--- config.mk ---
export PLATFORM = sky130hd
export DESIGN_NAME = i2c_master_byte_engine_unit
export DESIGN_NICKNAME = d
export VERILOG_FILES = /design/src/rtl/core/i2cm_pkg.sv /design/src/rtl/core/i2cm_front.sv /design/src/rtl/core/i2cm_engine.sv /design/src/rtl/core/i2cm_res_q.sv /design/src/rtl/core/i2c_master_byte_engine_unit.sv
export VERILOG_INCLUDE_DIRS = /design/src /design/src/rtl/core
export SDC_FILE = /design/constraint.sdc
export NUM_CORES = 1
export LEC_CHECK = 0
export ABC_AREA = 1
export BUFFER_PORTS_ARGS = -buffer_cell sky130_fd_sc_hd__buf_2
export CORE_ASPECT_RATIO = 0.8
export CORE_MARGIN = 2
export CORE_UTILIZATION = 55
export CTS_CLUSTER_SIZE = 14
export DETAILED_ROUTE_END_ITERATION = 16
export MAX_ROUTING_LAYER = met4
export PLACE_DENSITY = 0.8
export SLEW_MARGIN = 5
export SYNTH_ARGS = -nofsm -noshare
export SYNTH_HDL_FRONTEND = slang
export SYNTH_SLANG_ARGS = --single-unit
--- constraint.sdc ---
create_clock -name clk -period 4 [get_ports clk]
set_input_delay 0.2 -clock clk [delete_from_list [all_inputs] [get_ports clk]]
set_output_delay 0.2 -clock clk [all_outputs]
set_load 0.005 [all_outputs]
--- src/rtl/core/assert_macros.svh ---
// Shared assertion helpers for the byte engine.
`ifndef ASSERT_MACROS_SVH
`define ASSERT_MACROS_SVH

// Same-cycle implication, ignored while reset is high.
`define A_IMPLY(lbl, clk, rst, ante, cons) \
  lbl: assert property (@(posedge clk) disable iff (rst) (ante) |-> (cons)) \
    else $error("assertion failed");

// Next-cycle implication, ignored while reset is high.
`define A_NEXT(lbl, clk, rst, ante, cons) \
  lbl: assert property (@(posedge clk) disable iff (rst) (ante) |=> (cons)) \
    else $error("assertion failed");

`endif

--- src/rtl/core/i2cm_pkg.sv ---
package i2cm_pkg;

  // request codes on req_type
  localparam logic [2:0] REQ_TICK  = 3'd0;
  localparam logic [2:0] REQ_START = 3'd1;
  localparam logic [2:0] REQ_STOP  = 3'd2;
  localparam logic [2:0] REQ_WRITE = 3'd3;
  localparam logic [2:0] REQ_READ  = 3'd4;

  // configuration register indexes
  localparam int CFG_IDX_W = 2;
  localparam logic [CFG_IDX_W-1:0] CFG_HALF_PERIOD = 2'd0;
  localparam logic [CFG_IDX_W-1:0] CFG_STOP_GAP    = 2'd1;
  localparam logic [CFG_IDX_W-1:0] CFG_ACK_TIMEOUT = 2'd2;

  localparam logic [15:0] HALF_PERIOD_RST = 16'd100;
  localparam logic [15:0] STOP_GAP_RST    = 16'd10;
  localparam logic [7:0]  ACK_TIMEOUT_RST = 8'd250;

  localparam logic [3:0] BITS_PER_BYTE = 4'd8;

  typedef enum logic [2:0] {
    K_TICK,
    K_START,
    K_STOP,
    K_WRITE,
    K_READ,
    K_NOP
  } kind_t;

  typedef enum logic [3:0] {
    PH_IDLE    = 4'd0,
    PH_ST_A    = 4'd1,
    PH_ST_B    = 4'd2,
    PH_ST_C    = 4'd3,
    PH_ST_D    = 4'd4,
    PH_SP_A    = 4'd5,
    PH_SP_B    = 4'd6,
    PH_SP_C    = 4'd7,
    PH_WR_LOW  = 4'd8,
    PH_WR_HIGH = 4'd9,
    PH_POLL    = 4'd10,
    PH_RD_LOW  = 4'd11,
    PH_RD_HIGH = 4'd12
  } phase_t;

  typedef struct packed {
    kind_t      kind;
    logic [7:0] data;
    logic       mack;
    logic       sda;
  } item_t;

  typedef struct packed {
    logic       scl_low;
    logic       sda_low;
    logic       busy;
    logic       done;
    logic [7:0] rx_byte;
    logic       ack_ok;
    logic       rejected;
  } result_t;

endpackage

--- src/rtl/core/i2cm_front.sv ---
`include "assert_macros.svh"

module i2cm_front import i2cm_pkg::*; (
  input  logic       clk,
  input  logic       rst,
  input  logic       push,
  output logic       full,
  input  logic [2:0] req_type,
  input  logic [7:0] data_byte,
  input  logic       master_ack,
  input  logic       sda_sample,
  output logic       item_valid,
  output item_t      item,
  input  logic       item_take
);

  item_t      slot [2];
  logic       wr_ptr;
  logic       rd_ptr;
  logic [1:0] count;
  logic       accept;
  item_t      decoded;

  always_comb begin
    decoded.data = data_byte;
    decoded.mack = master_ack;
    decoded.sda  = sda_sample;
    case (req_type)
      REQ_TICK:  decoded.kind = K_TICK;
      REQ_START: decoded.kind = K_START;
      REQ_STOP:  decoded.kind = K_STOP;
      REQ_WRITE: decoded.kind = K_WRITE;
      REQ_READ:  decoded.kind = K_READ;
      default:   decoded.kind = K_NOP;
    endcase
  end

  assign full       = (count == 2'd2);
  assign accept     = push && !full;
  assign item_valid = (count != 2'd0);
  assign item       = slot[rd_ptr];

  always_ff @(posedge clk) begin
    if (accept) begin
      slot[wr_ptr] <= decoded;
    end
  end

  always_ff @(posedge clk) begin
    if (rst) begin
      wr_ptr <= 1'b0;
      rd_ptr <= 1'b0;
      count  <= 2'd0;
    end else begin
      if (accept) wr_ptr <= ~wr_ptr;
      if (item_take) rd_ptr <= ~rd_ptr;
      count <= count + {1'b0, accept} - {1'b0, item_take};
    end
  end

  `A_IMPLY(a_front_cnt, clk, rst, 1'b1, count <= 2'd2)
  `A_NEXT(a_front_fill, clk, rst, accept && !item_take && count == 2'd1, full)

endmodule

--- src/rtl/core/i2cm_engine.sv ---
`include "assert_macros.svh"

module i2cm_engine import i2cm_pkg::*; (
  input  logic                 clk,
  input  logic                 rst,
  input  logic                 cfg_we,
  input  logic [CFG_IDX_W-1:0] cfg_index,
  input  logic [15:0]          cfg_data,
  input  logic                 item_valid,
  input  item_t                item,
  output logic                 item_take,
  input  logic                 res_full,
  output logic                 res_push,
  output result_t              res
);

  logic [15:0] half_period;
  logic [15:0] stop_gap;
  logic [7:0]  ack_timeout;

  phase_t      phase, phase_next;
  logic [3:0]  bit_count, bit_count_next;
  logic [7:0]  shift_reg, shift_reg_next;
  logic [15:0] delay_count, delay_count_next;
  logic [7:0]  poll_count, poll_count_next;
  logic        scl_drive, scl_drive_next;
  logic        sda_drive, sda_drive_next;
  logic        ack_flag, ack_flag_next;
  logic [7:0]  rx_reg, rx_reg_next;
  logic        ack_latch, ack_latch_next;

  logic        expire;

  assign item_take = item_valid && !res_full;
  assign res_push  = item_take;
  assign expire    = (delay_count <= 16'd1);

  always_ff @(posedge clk) begin
    if (rst) begin
      half_period <= HALF_PERIOD_RST;
      stop_gap    <= STOP_GAP_RST;
      ack_timeout <= ACK_TIMEOUT_RST;
    end else if (cfg_we) begin
      case (cfg_index)
        CFG_HALF_PERIOD: half_period <= cfg_data;
        CFG_STOP_GAP:    stop_gap    <= cfg_data;
        CFG_ACK_TIMEOUT: ack_timeout <= cfg_data[7:0];
        default: ;
      endcase
    end
  end

  // next state
  always_comb begin
    phase_next       = phase;
    bit_count_next   = bit_count;
    shift_reg_next   = shift_reg;
    delay_count_next = delay_count;
    poll_count_next  = poll_count;
    scl_drive_next   = scl_drive;
    sda_drive_next   = sda_drive;
    ack_flag_next    = ack_flag;
    rx_reg_next      = rx_reg;
    ack_latch_next   = ack_latch;
    case (item.kind)
      K_TICK: begin
        if (phase == PH_POLL) begin
          if (!item.sda) begin
            scl_drive_next = 1'b1;
            ack_flag_next  = 1'b1;
            phase_next     = PH_IDLE;
          end else if (poll_count >= ack_timeout) begin
            ack_flag_next    = 1'b0;
            scl_drive_next   = 1'b1;
            sda_drive_next   = 1'b1;
            phase_next       = PH_SP_A;
            delay_count_next = half_period;
          end else begin
            poll_count_next = poll_count + 8'd1;
          end
        end else if (phase != PH_IDLE) begin
          if (!expire) begin
            delay_count_next = delay_count - 16'd1;
          end else begin
            delay_count_next = 16'd0;
            case (phase)
              PH_ST_A: begin
                scl_drive_next   = 1'b0;
                phase_next       = PH_ST_B;
                delay_count_next = half_period;
              end
              PH_ST_B: begin
                sda_drive_next   = 1'b1;
                phase_next       = PH_ST_C;
                delay_count_next = half_period;
              end
              PH_ST_C: begin
                scl_drive_next   = 1'b1;
                phase_next       = PH_ST_D;
                delay_count_next = half_period;
              end
              PH_SP_A: begin
                scl_drive_next   = 1'b0;
                phase_next       = PH_SP_B;
                delay_count_next = stop_gap;
              end
              PH_SP_B: begin
                sda_drive_next   = 1'b0;
                phase_next       = PH_SP_C;
                delay_count_next = half_period;
              end
              PH_ST_D, PH_SP_C: phase_next = PH_IDLE;
              PH_WR_LOW, PH_RD_LOW: begin
                scl_drive_next   = 1'b0;
                phase_next       = (phase == PH_WR_LOW) ? PH_WR_HIGH : PH_RD_HIGH;
                delay_count_next = half_period;
              end
              PH_WR_HIGH: begin
                if (bit_count >= BITS_PER_BYTE) begin
                  poll_count_next = 8'd0;
                  phase_next      = PH_POLL;
                end else begin
                  shift_reg_next   = {shift_reg[6:0], 1'b0};
                  bit_count_next   = bit_count + 4'd1;
                  scl_drive_next   = 1'b1;
                  sda_drive_next   = (bit_count_next >= BITS_PER_BYTE) ? 1'b0
                                                                       : ~shift_reg[6];
                  phase_next       = PH_WR_LOW;
                  delay_count_next = half_period;
                end
              end
              PH_RD_HIGH: begin
                if (bit_count >= BITS_PER_BYTE) begin
                  scl_drive_next = 1'b1;
                  phase_next     = PH_IDLE;
                end else begin
                  shift_reg_next = {shift_reg[6:0], item.sda};
                  bit_count_next = bit_count + 4'd1;
                  if (bit_count_next == BITS_PER_BYTE) rx_reg_next = shift_reg_next;
                  scl_drive_next = 1'b1;
                  if (bit_count_next >= BITS_PER_BYTE) sda_drive_next = ack_latch;
                  phase_next       = PH_RD_LOW;
                  delay_count_next = half_period;
                end
              end
              default: phase_next = PH_IDLE;
            endcase
          end
        end
      end
      K_START, K_STOP, K_WRITE, K_READ: begin
        if (phase == PH_IDLE) begin
          bit_count_next   = 4'd0;
          delay_count_next = half_period;
          case (item.kind)
            K_START: begin
              sda_drive_next = 1'b0;
              phase_next     = PH_ST_A;
            end
            K_STOP: begin
              scl_drive_next = 1'b1;
              sda_drive_next = 1'b1;
              phase_next     = PH_SP_A;
            end
            K_WRITE: begin
              shift_reg_next = item.data;
              scl_drive_next = 1'b1;
              sda_drive_next = ~item.data[7];
              phase_next     = PH_WR_LOW;
            end
            default: begin
              ack_latch_next = item.mack;
              shift_reg_next = 8'd0;
              scl_drive_next = 1'b1;
              sda_drive_next = 1'b0;
              phase_next     = PH_RD_LOW;
            end
          endcase
        end
      end
      default: ;
    endcase
  end

  // result outputs
  always_comb begin
    res.scl_low  = scl_drive_next;
    res.sda_low  = sda_drive_next;
    res.busy     = (phase_next != PH_IDLE);
    res.rx_byte  = rx_reg_next;
    res.ack_ok   = ack_flag_next;
    res.rejected = (item.kind inside {K_START, K_STOP, K_WRITE, K_READ}) &&
                   (phase != PH_IDLE);
    res.done     = 1'b0;
    if (item.kind == K_TICK) begin
      if (phase == PH_POLL) begin
        res.done = !item.sda;
      end else if (expire) begin
        res.done = (phase inside {PH_ST_D, PH_SP_C}) ||
                   (phase == PH_RD_HIGH && bit_count >= BITS_PER_BYTE);
      end
    end
  end

  always_ff @(posedge clk) begin
    if (rst) begin
      phase       <= PH_IDLE;
      bit_count   <= 4'd0;
      shift_reg   <= 8'd0;
      delay_count <= 16'd0;
      poll_count  <= 8'd0;
      scl_drive   <= 1'b1;
      sda_drive   <= 1'b1;
      ack_flag    <= 1'b0;
      rx_reg      <= 8'd0;
      ack_latch   <= 1'b0;
    end else if (item_take) begin
      phase       <= phase_next;
      bit_count   <= bit_count_next;
      shift_reg   <= shift_reg_next;
      delay_count <= delay_count_next;
      poll_count  <= poll_count_next;
      scl_drive   <= scl_drive_next;
      sda_drive   <= sda_drive_next;
      ack_flag    <= ack_flag_next;
      rx_reg      <= rx_reg_next;
      ack_latch   <= ack_latch_next;
    end
  end

  `A_IMPLY(a_bit_cnt, clk, rst, 1'b1, bit_count <= BITS_PER_BYTE)
  `A_IMPLY(a_poll_cnt, clk, rst, phase == PH_POLL, poll_count <= ack_timeout)
  `A_NEXT(a_cmd_busy, clk, rst, item_take && phase == PH_IDLE && item.kind == K_WRITE,
          phase == PH_WR_LOW)
  `A_IMPLY(a_done_idle, clk, rst, res_push && res.done, !res.busy && !res.rejected)

endmodule

--- src/rtl/core/i2cm_res_q.sv ---
`include "assert_macros.svh"

module i2cm_res_q import i2cm_pkg::*; (
  input  logic    clk,
  input  logic    rst,
  input  logic    res_push,
  input  result_t res,
  output logic    res_full,
  output logic    empty,
  input  logic    pop,
  output result_t head
);

  result_t    slot [2];
  logic       wr_ptr;
  logic       rd_ptr;
  logic [1:0] count;
  logic       take;

  assign res_full = (count == 2'd2);
  assign empty    = (count == 2'd0);
  assign take     = pop && !empty;
  assign head     = slot[rd_ptr];

  always_ff @(posedge clk) begin
    if (res_push) begin
      slot[wr_ptr] <= res;
    end
  end

  always_ff @(posedge clk) begin
    if (rst) begin
      wr_ptr <= 1'b0;
      rd_ptr <= 1'b0;
      count  <= 2'd0;
    end else begin
      if (res_push) wr_ptr <= ~wr_ptr;
      if (take) rd_ptr <= ~rd_ptr;
      count <= count + {1'b0, res_push} - {1'b0, take};
    end
  end

  `A_IMPLY(a_res_no_ovf, clk, rst, res_full, !res_push)
  `A_NEXT(a_res_avail, clk, rst, res_push, !empty)

endmodule

--- src/rtl/core/i2c_master_byte_engine_unit.sv ---
// Channel  | Handshake                 | Payload
// ---------+---------------------------+-----------------------------------------------
// items    | push / full               | req_type, data_byte, master_ack, sda_sample
// results  | empty / pop               | scl_low, sda_low, busy_res, done_res, rx_byte,
//          |                           | ack_ok, cmd_rejected
// config   | cfg_we (no wait)          | cfg_index, cfg_data
//
// Sustained rate is one item per clock while the result queue is not full; every item yields exactly one result.
// A result can be popped once its item has been registered in the item queue and then
// passed through the phase engine into the result queue.
// Synchronous active-high rst empties both queues, releases nothing (both lines
// driven low) and loads the configuration defaults.
// When the result queue fills the engine holds, and the two-entry item queue
// then raises full; either side may stall without losing a transaction.

module i2c_master_byte_engine_unit import i2cm_pkg::*; (
  input  logic                 clk,
  input  logic                 rst,
  // item channel
  input  logic                 push,
  output logic                 full,
  input  logic [2:0]           req_type,
  input  logic [7:0]           data_byte,
  input  logic                 master_ack,
  input  logic                 sda_sample,
  // result channel
  output logic                 empty,
  input  logic                 pop,
  output logic                 scl_low,
  output logic                 sda_low,
  output logic                 busy_res,
  output logic                 done_res,
  output logic [7:0]           rx_byte,
  output logic                 ack_ok,
  output logic                 cmd_rejected,
  // configuration
  input  logic                 cfg_we,
  input  logic [CFG_IDX_W-1:0] cfg_index,
  input  logic [15:0]          cfg_data
);

  item_t   item;
  logic    item_valid;
  logic    item_take;
  logic    res_full;
  logic    res_push;
  result_t res;
  result_t head;

  // front: classify req_type and buffer the transaction
  i2cm_front u_front (
    .clk        (clk),
    .rst        (rst),
    .push       (push),
    .full       (full),
    .req_type   (req_type),
    .data_byte  (data_byte),
    .master_ack (master_ack),
    .sda_sample (sda_sample),
    .item_valid (item_valid),
    .item       (item),
    .item_take  (item_take)
  );

  // back: bus phase sequencer, one item per clock while results drain
  i2cm_engine u_engine (
    .clk        (clk),
    .rst        (rst),
    .cfg_we     (cfg_we),
    .cfg_index  (cfg_index),
    .cfg_data   (cfg_data),
    .item_valid (item_valid),
    .item       (item),
    .item_take  (item_take),
    .res_full   (res_full),
    .res_push   (res_push),
    .res        (res)
  );

  // result queue parts the engine from the consumer
  i2cm_res_q u_res_q (
    .clk      (clk),
    .rst      (rst),
    .res_push (res_push),
    .res      (res),
    .res_full (res_full),
    .empty    (empty),
    .pop      (pop),
    .head     (head)
  );

  assign scl_low      = head.scl_low;
  assign sda_low      = head.sda_low;
  assign busy_res     = head.busy;
  assign done_res     = head.done;
  assign rx_byte      = head.rx_byte;
  assign ack_ok       = head.ack_ok;
  assign cmd_rejected = head.rejected;

endmodule
==> results of run 1 <==
==> through the flow <==
stage / setup WS (ps) / cells / utilization (%) / cell area, um^2 / total power [mW]
2_1_floorplan: 1950 / 1129 / - / 8360 / 5.42
3_3_place_gp: 1390 / 1334 / 58.3 / 8690 / 6.45
3_5_place_dp: 1330 / 1334 / 58.3 / 8690 / 6.53
4_1_cts: 1330 / 1377 / 62.8 / 9370 / 8.11
5_1_grt: 1000 / 1377 / 62.8 / 9370 / 8.80
6_report: 1250 / 1377 / 62.8 / 9370 / 8.19
==> power breakdown <==
group,internal (mW),switching [mW]
Combinational,1.30,2.97
Clock,0.868,0.680
Sequential,2.09,0.289
Total,4.25,3.93
==> layer usage <==
| layer | vias to the layer above | global-route usage (%) | part of all wire, % |
|---|---|---|---|
| li1 | 3810 | - | - |
| met1 | 3469 | 41.3 | 49 |
| met2 | 348 | 38.2 | 41 |
| met3 | 34 | 6.57 | 8.9 |
| met4 | 0 | 7.00 | 1.3 |
| met5 | - | - | 0 |
==> worst max path at each step <==
stage | endpoint | slack, ps | depth (start not counted)
3_3_place_gp | u_engine.delay_count[11] | 1390 | 11
5_1_grt | u_engine.delay_count[6] | 1000 | 11
6_report | u_engine.delay_count[11] | 1250 | 11
4_1_cts | u_engine.delay_count[12] | 1330 | 11
3_5_place_dp | u_engine.delay_count[12] | 1330 | 11
2_1_floorplan | u_front.count[1] | 1950 | 11
==> what timing repair did <==
action,4_1_cts,5_1_grt
gates resized for setup,0,0
hold buffers,11,0
endpoints found under the hold margin,22,0
==> cells by family after synthesis <==
| group | after synthesis | share of synthesized area [%] |
|---|---|---|
| xor+xnor | 11 | 1.15 |
| fa+ha+maj | 17 | 2.55 |
| compound gates | 160 | 10.8 |
| mux | 14 | 1.89 |
| buf+inv | 161 | 7.85 |
| flops | 155 | 43.6 |
| simple gates | 611 | 32.2 |
==> worst min-delay path: cells and delay by family <==
family	cells	cell delay [ps]
and+or+nand+nor	1	50
AOI/OAI and AO/OA	1	50
buffers and inverters	1	100
==> final cells by class <==
type                       instances  area [um^2]  share of cell area [%]
clock buffer                      18          429                    4.58
clock inverter                    14          134                    1.43
inverter                         118          443                    4.73
multi-input combinational        813         4060                    43.3
sequential                       155         3640                    38.9
tap                              189          236                    2.52
timing repair buffer              70          425                    4.54
==> Yosys cell counts, drive strengths merged (5+ instances only) <==
cell / instances
xor2: 11
nand2: 301
o21ai: 55
clkbuf: 26
dfxtp: 101
buf: 17
nor3: 8
a21oi: 80
inv: 118
o31ai: 5
o211ai: 12
edfxtp: 54
nand4: 17
nor2: 149
nand3: 130
mux2: 14
ha: 17
==> flow_summary.ini, run 1 <==
[status]
status = complete, no violations

[timing]
timing.fmax_mhz = 363
worstMarginPinSlew_ps = 1190
max_slew_margin_pct = 20.4
report.final.hold_viol_count = 0
timing.final.crit_period_ps = 2750
finalSetupViolations = 0
maxSlewViolCount = 0
hold_slack_ps = 25.1
final.setup.tns_ps = 0
setup_repair_after_global_routing_missed_its_margin = false
worst_clock_skew_ps = 12.2
min_period_over_period_pct = 68.8

[synthesis]
postSynth.asyncResetShare_pct = 0
number_of_synthesized_register_bits = 155
seq_area_frac_synth_pct = 43.6
synth-edff-count = 54
yosys.area.top_type = sky130_fd_sc_hd__dfxtp_1
yosysUniqueCellTypes = 41
post_synth.cell_area_avg_um2 = 7.40
post_synth_instance_area_um2 = 8360
dominantRegCellSynth = sky130_fd_sc_hd__dfxtp_1
synthesis.instances = 1129
syn_nets = 1182
synth_top_area_share_pct = 24.2
yosys-top-cells-area = sky130_fd_sc_hd__dfxtp_1, sky130_fd_sc_hd__edfxtp_1, sky130_fd_sc_hd__nand2_1, sky130_fd_sc_hd__nand3_1, sky130_fd_sc_hd__nor2_1
synth-warning-count = 0

[routing]
wl_cell_um = 15.3
dr_total_vias = 7661
final_antenna_net_count = 0
drt_pass_1_iters = 5
detail_route.vias_per_cell = 5.56
dr_drc_count = 0
drt_first_iter_violations = 861
totalWireLength_um = 21100

[place]
numPortBuffers = 51
gp_congestion = 0.976
detailedPlacementHpwl_um = 14700

[final_layout]
largest-register = u_res_q.slot
areaGrowthSynthToFinish_pct = 12.1
commonest_cells_after_routing_fill_and_taps_aside = sky130_fd_sc_hd__nand2_1, sky130_fd_sc_hd__nor2_1, sky130_fd_sc_hd__nand3_1
number_of_flip_flops_under_the_largest_register_name = 28
largest_registers = u_res_q.slot (28), u_front.slot (26)
layout-drive-gt1-share_pct = 13.7
layout_commonest_cell = sky130_fd_sc_hd__nand2_1
final_nets = 1228
diodes = 0
fill_cells = 1315

[setup_path]
regToRegEndpoint = u_engine.delay_count[11]
cp.buffers_inverters = 3
crit_path_cell_trace = inv_2, nand2_1, nand2_2, nand3_2, nand2_2, inv_2, nor2_4, inv_2, nand2_1, nand3_2, a21oi_2
timing.critical_path.mode_cell = sky130_fd_sc_hd__inv_2
reg2regPathDepth = 11
worst_setup_path_end_kind = register
timing.setup.critical_path_class = register to register
path_max_fanout = 17
largest_incremental_delay_on_the_critical_path_ps = 460
timing.critical_path.max_delay_family = simple AND/OR/NAND/NOR gates
worst-endpoint-arrival_ps = 3110
rrSetupSlack_ps = 1250
crit_required_ps = 4360
crit_path_start_kind = register
cp_slowest_cell = sky130_fd_sc_hd__dfxtp_1

[clock_tree]
cts_setup_buffers = 0
cts.root.buffer_cell = sky130_fd_sc_hd__clkbuf_16
htree_levels = 4
clk-insertion-delay-late_ps = 430
clock_path_buffers = 2
path_clk_slew_ps = 70
cts_tree = yes
cts_buffers = 17
tritoncts_num_sinks = 155

[global_route]
grt_antenna_before_repair = 0
globalRouteTotalUtil_pct = 27.8
first_global_vias = 6838
grt_pass1_wl_um = 34600
largest_net_degree_at_the_start_of_global_routing = 51
grt-ovfl-total = 0

[die]
floorplan.die.width_um = 142
floorplan.die_area_um2 = 16200
io_pins = 52
initial_core_utilization_pct = 56.0
core_area_um2 = 14900
num_rows = 40
dieHeight_um = 114

[flow_run]
max_cap_check_violation_count = 0

[power_and_ir_drop]
total_leakage_power_nw = 4.15
worst_ir_drop_vdd_mv = 0.771
power_density_nw_per_um2 = 874

[hold_path]
endpoint_with_the_worst_hold_slack = u_engine.stop_gap[8]
hold_path_class = input pin to register
timing.hold.worst_path_depth = 3
worst_hold_startpoint = cfg_data[8]
Power figures use the tool's default switching activity.
==> run 2: changes to the inputs <==
Settings changed: PLACE_DENSITY 0.8 to 0.83.
Clock period 4 ns to 2.2 ns, I/O delays scaled along.
==> flow_summary.ini, run 2 (synthesis results as in run 1) <==
[global_route]
largest_net_degree_at_the_start_of_global_routing = 51
globalRouteTotalUtil_pct = 29.5
grt_pass1_wl_um = 36500
grt-ovfl-total = 0
first_global_vias = 7449
grt_antenna_before_repair = 0

[die]
core_area_um2 = 14900
initial_core_utilization_pct = 56.0
io_pins = 52
dieHeight_um = 114
floorplan.die_area_um2 = 16200
num_rows = 40
floorplan.die.width_um = 142

[setup_path]
timing.setup.critical_path_class = register to register
rrSetupSlack_ps = 100
worst-endpoint-arrival_ps = 2260
path_max_fanout = 4
cp_slowest_cell = sky130_fd_sc_hd__dfxtp_1
worst_setup_path_end_kind = register
timing.critical_path.max_delay_family = simple AND/OR/NAND/NOR gates
reg2regPathDepth = 10
largest_incremental_delay_on_the_critical_path_ps = 360
crit_path_start_kind = register
cp.buffers_inverters = 3
critical_path.reg2reg.startpoint = u_engine.delay_count[1]
crit_path_cell_trace = inv_1, ha_1, or2_2, nand3_2, inv_1, nand4_1, buf_4, o21ai_0, nand3_1, nand3_2
regToRegEndpoint = u_res_q.slot[1][13]
crit_required_ps = 2360

[final_layout]
areaGrowthSynthToFinish_pct = 20.7
layout_commonest_cell = sky130_fd_sc_hd__nand2_1
fill_cells = 1188
diodes = 0
final_util_pct = 67.6
layout-drive-gt1-share_pct = 18.6
largest-register = u_res_q.slot
largest_registers = u_res_q.slot (28), u_front.slot (26)
final_nets = 1297
number_of_flip_flops_under_the_largest_register_name = 28
commonest_cells_after_routing_fill_and_taps_aside = sky130_fd_sc_hd__nand2_1, sky130_fd_sc_hd__nor2_1, sky130_fd_sc_hd__nand3_1

[routing]
detail_route.vias_per_cell = 5.63
dr_total_vias = 8138
dr_drc_count = 0
wl_cell_um = 15.5
drt_first_iter_violations = 883
totalWireLength_um = 22400
drt_pass_1_iters = 6
final_antenna_net_count = 0

[power_and_ir_drop]
power_density_nw_per_um2 = 1590
worst_ir_drop_vdd_mv = 1.30
total_leakage_power_nw = 4.51

[flow_run]
max_cap_check_violation_count = 0

[place]
dpl_worst_slack_ps = 21.7
detailedPlacementHpwl_um = 15400
numPortBuffers = 51
gp_congestion = 0.995

[timing]
timing.fmax_mhz = 477
hold_slack_ps = 63.1
max_slew_margin_pct = 20.7
timing.final.crit_period_ps = 2100
finalSetupViolations = 0
min_period_over_period_pct = 95.4
worst_clock_skew_ps = 7.37
maxSlewViolCount = 0
worst_slack_ps = 101
worstMarginPinSlew_ps = 1190
report.final.hold_viol_count = 0
setup_repair_after_global_routing_missed_its_margin = true

[clock_tree]
cts_tree = yes
cts.root.buffer_cell = sky130_fd_sc_hd__clkbuf_16
path_clk_slew_ps = 60
clock_path_buffers = 2
htree_levels = 4
clk-insertion-delay-late_ps = 440
cts_buffers = 17
tritoncts_num_sinks = 155

[hold_path]
endpoint_with_the_worst_hold_slack = u_res_q.rd_ptr
hold_path_class = input pin to register
worst_hold_startpoint = pop
timing.hold.worst_path_depth = 4

[status]
status = complete, no violations
==> run 2: metal layers <==
metal	GRT usage [%]	wire, um
met1	40.7	10100
met5	-	0
met3	7.32	1970
met2	43.8	10000
met4	7.87	293
==> run 2: cell type report <==
class | count | area [um^2] | share of cell area, %
multi-input cells | 813 | 4140 | 41.1
inverters | 118 | 449 | 4.45
flip-flops and latches | 155 | 3650 | 36.2
clock inverters | 14 | 168 | 1.66
well taps | 189 | 236 | 2.34
clock buffers | 18 | 429 | 4.26
repair buffers | 139 | 1010 | 10.0
==> run 2: worst max-delay path by stage <==
| stage | from | end | slack [ps] | cells after the start |
|---|---|---|---|---|
| 6_report | u_engine.delay_count[1] | u_res_q.slot[1][13] | 100 | 10 |
| 5_1_grt | u_engine.delay_count[1] | u_engine.bit_count[3] | -30 | 10 |
| 4_1_cts | register | u_res_q.slot[1][9] | 7 | 10 |
| 3_5_place_dp | u_engine.delay_count[0] | u_res_q.slot[1][11] | 20 | 13 |
| 3_3_place_gp | u_engine.delay_count[0] | u_res_q.slot[1][11] | 30 | 13 |
| 2_1_floorplan | u_res_q.count[0] | u_front.count[1] | 150 | 11 |
==> run 2: worst reg2reg max path, cell delays in order, from the launching register on <==
cell	delay, ps
sky130_fd_sc_hd__dfxtp_1	360
sky130_fd_sc_hd__inv_1	100
sky130_fd_sc_hd__ha_1	220
sky130_fd_sc_hd__or2_2	300
sky130_fd_sc_hd__nand3_2	100
sky130_fd_sc_hd__inv_1	70
sky130_fd_sc_hd__nand4_1	240
sky130_fd_sc_hd__buf_4	170
sky130_fd_sc_hd__o21ai_0	60
sky130_fd_sc_hd__nand3_1	90
sky130_fd_sc_hd__nand3_2	110
==> run 2: report_power, final <==
group,internal [mW],switching (mW)
clock,1.78,1.22
sequential,3.79,0.469
combinational,3.05,5.69
total,8.62,7.37
==> run 2: stage by stage <==
step	power [mW]	setup TNS (ps)	area, um^2	cells
floorplan	9.85	0	8360	1129
global placement	12.1	0	9000	1373
detailed placement	12.2	0	9000	1373
CTS	15.3	0	9890	1434
global route	17.2	-101	10100	1446
finish	16.0	0	10100	1446
==> run 2: what timing repair did <==
action / 4_1_cts / 5_1_grt
cloned: 0 / 0
setup endpoints to repair: 3 / 65
resized for setup: 2 / 28
buffers inserted: 0 / 12
pin swaps: 0 / 6
endpoints found under the hold margin: 59 / 0
hold buffers: 29 / 0
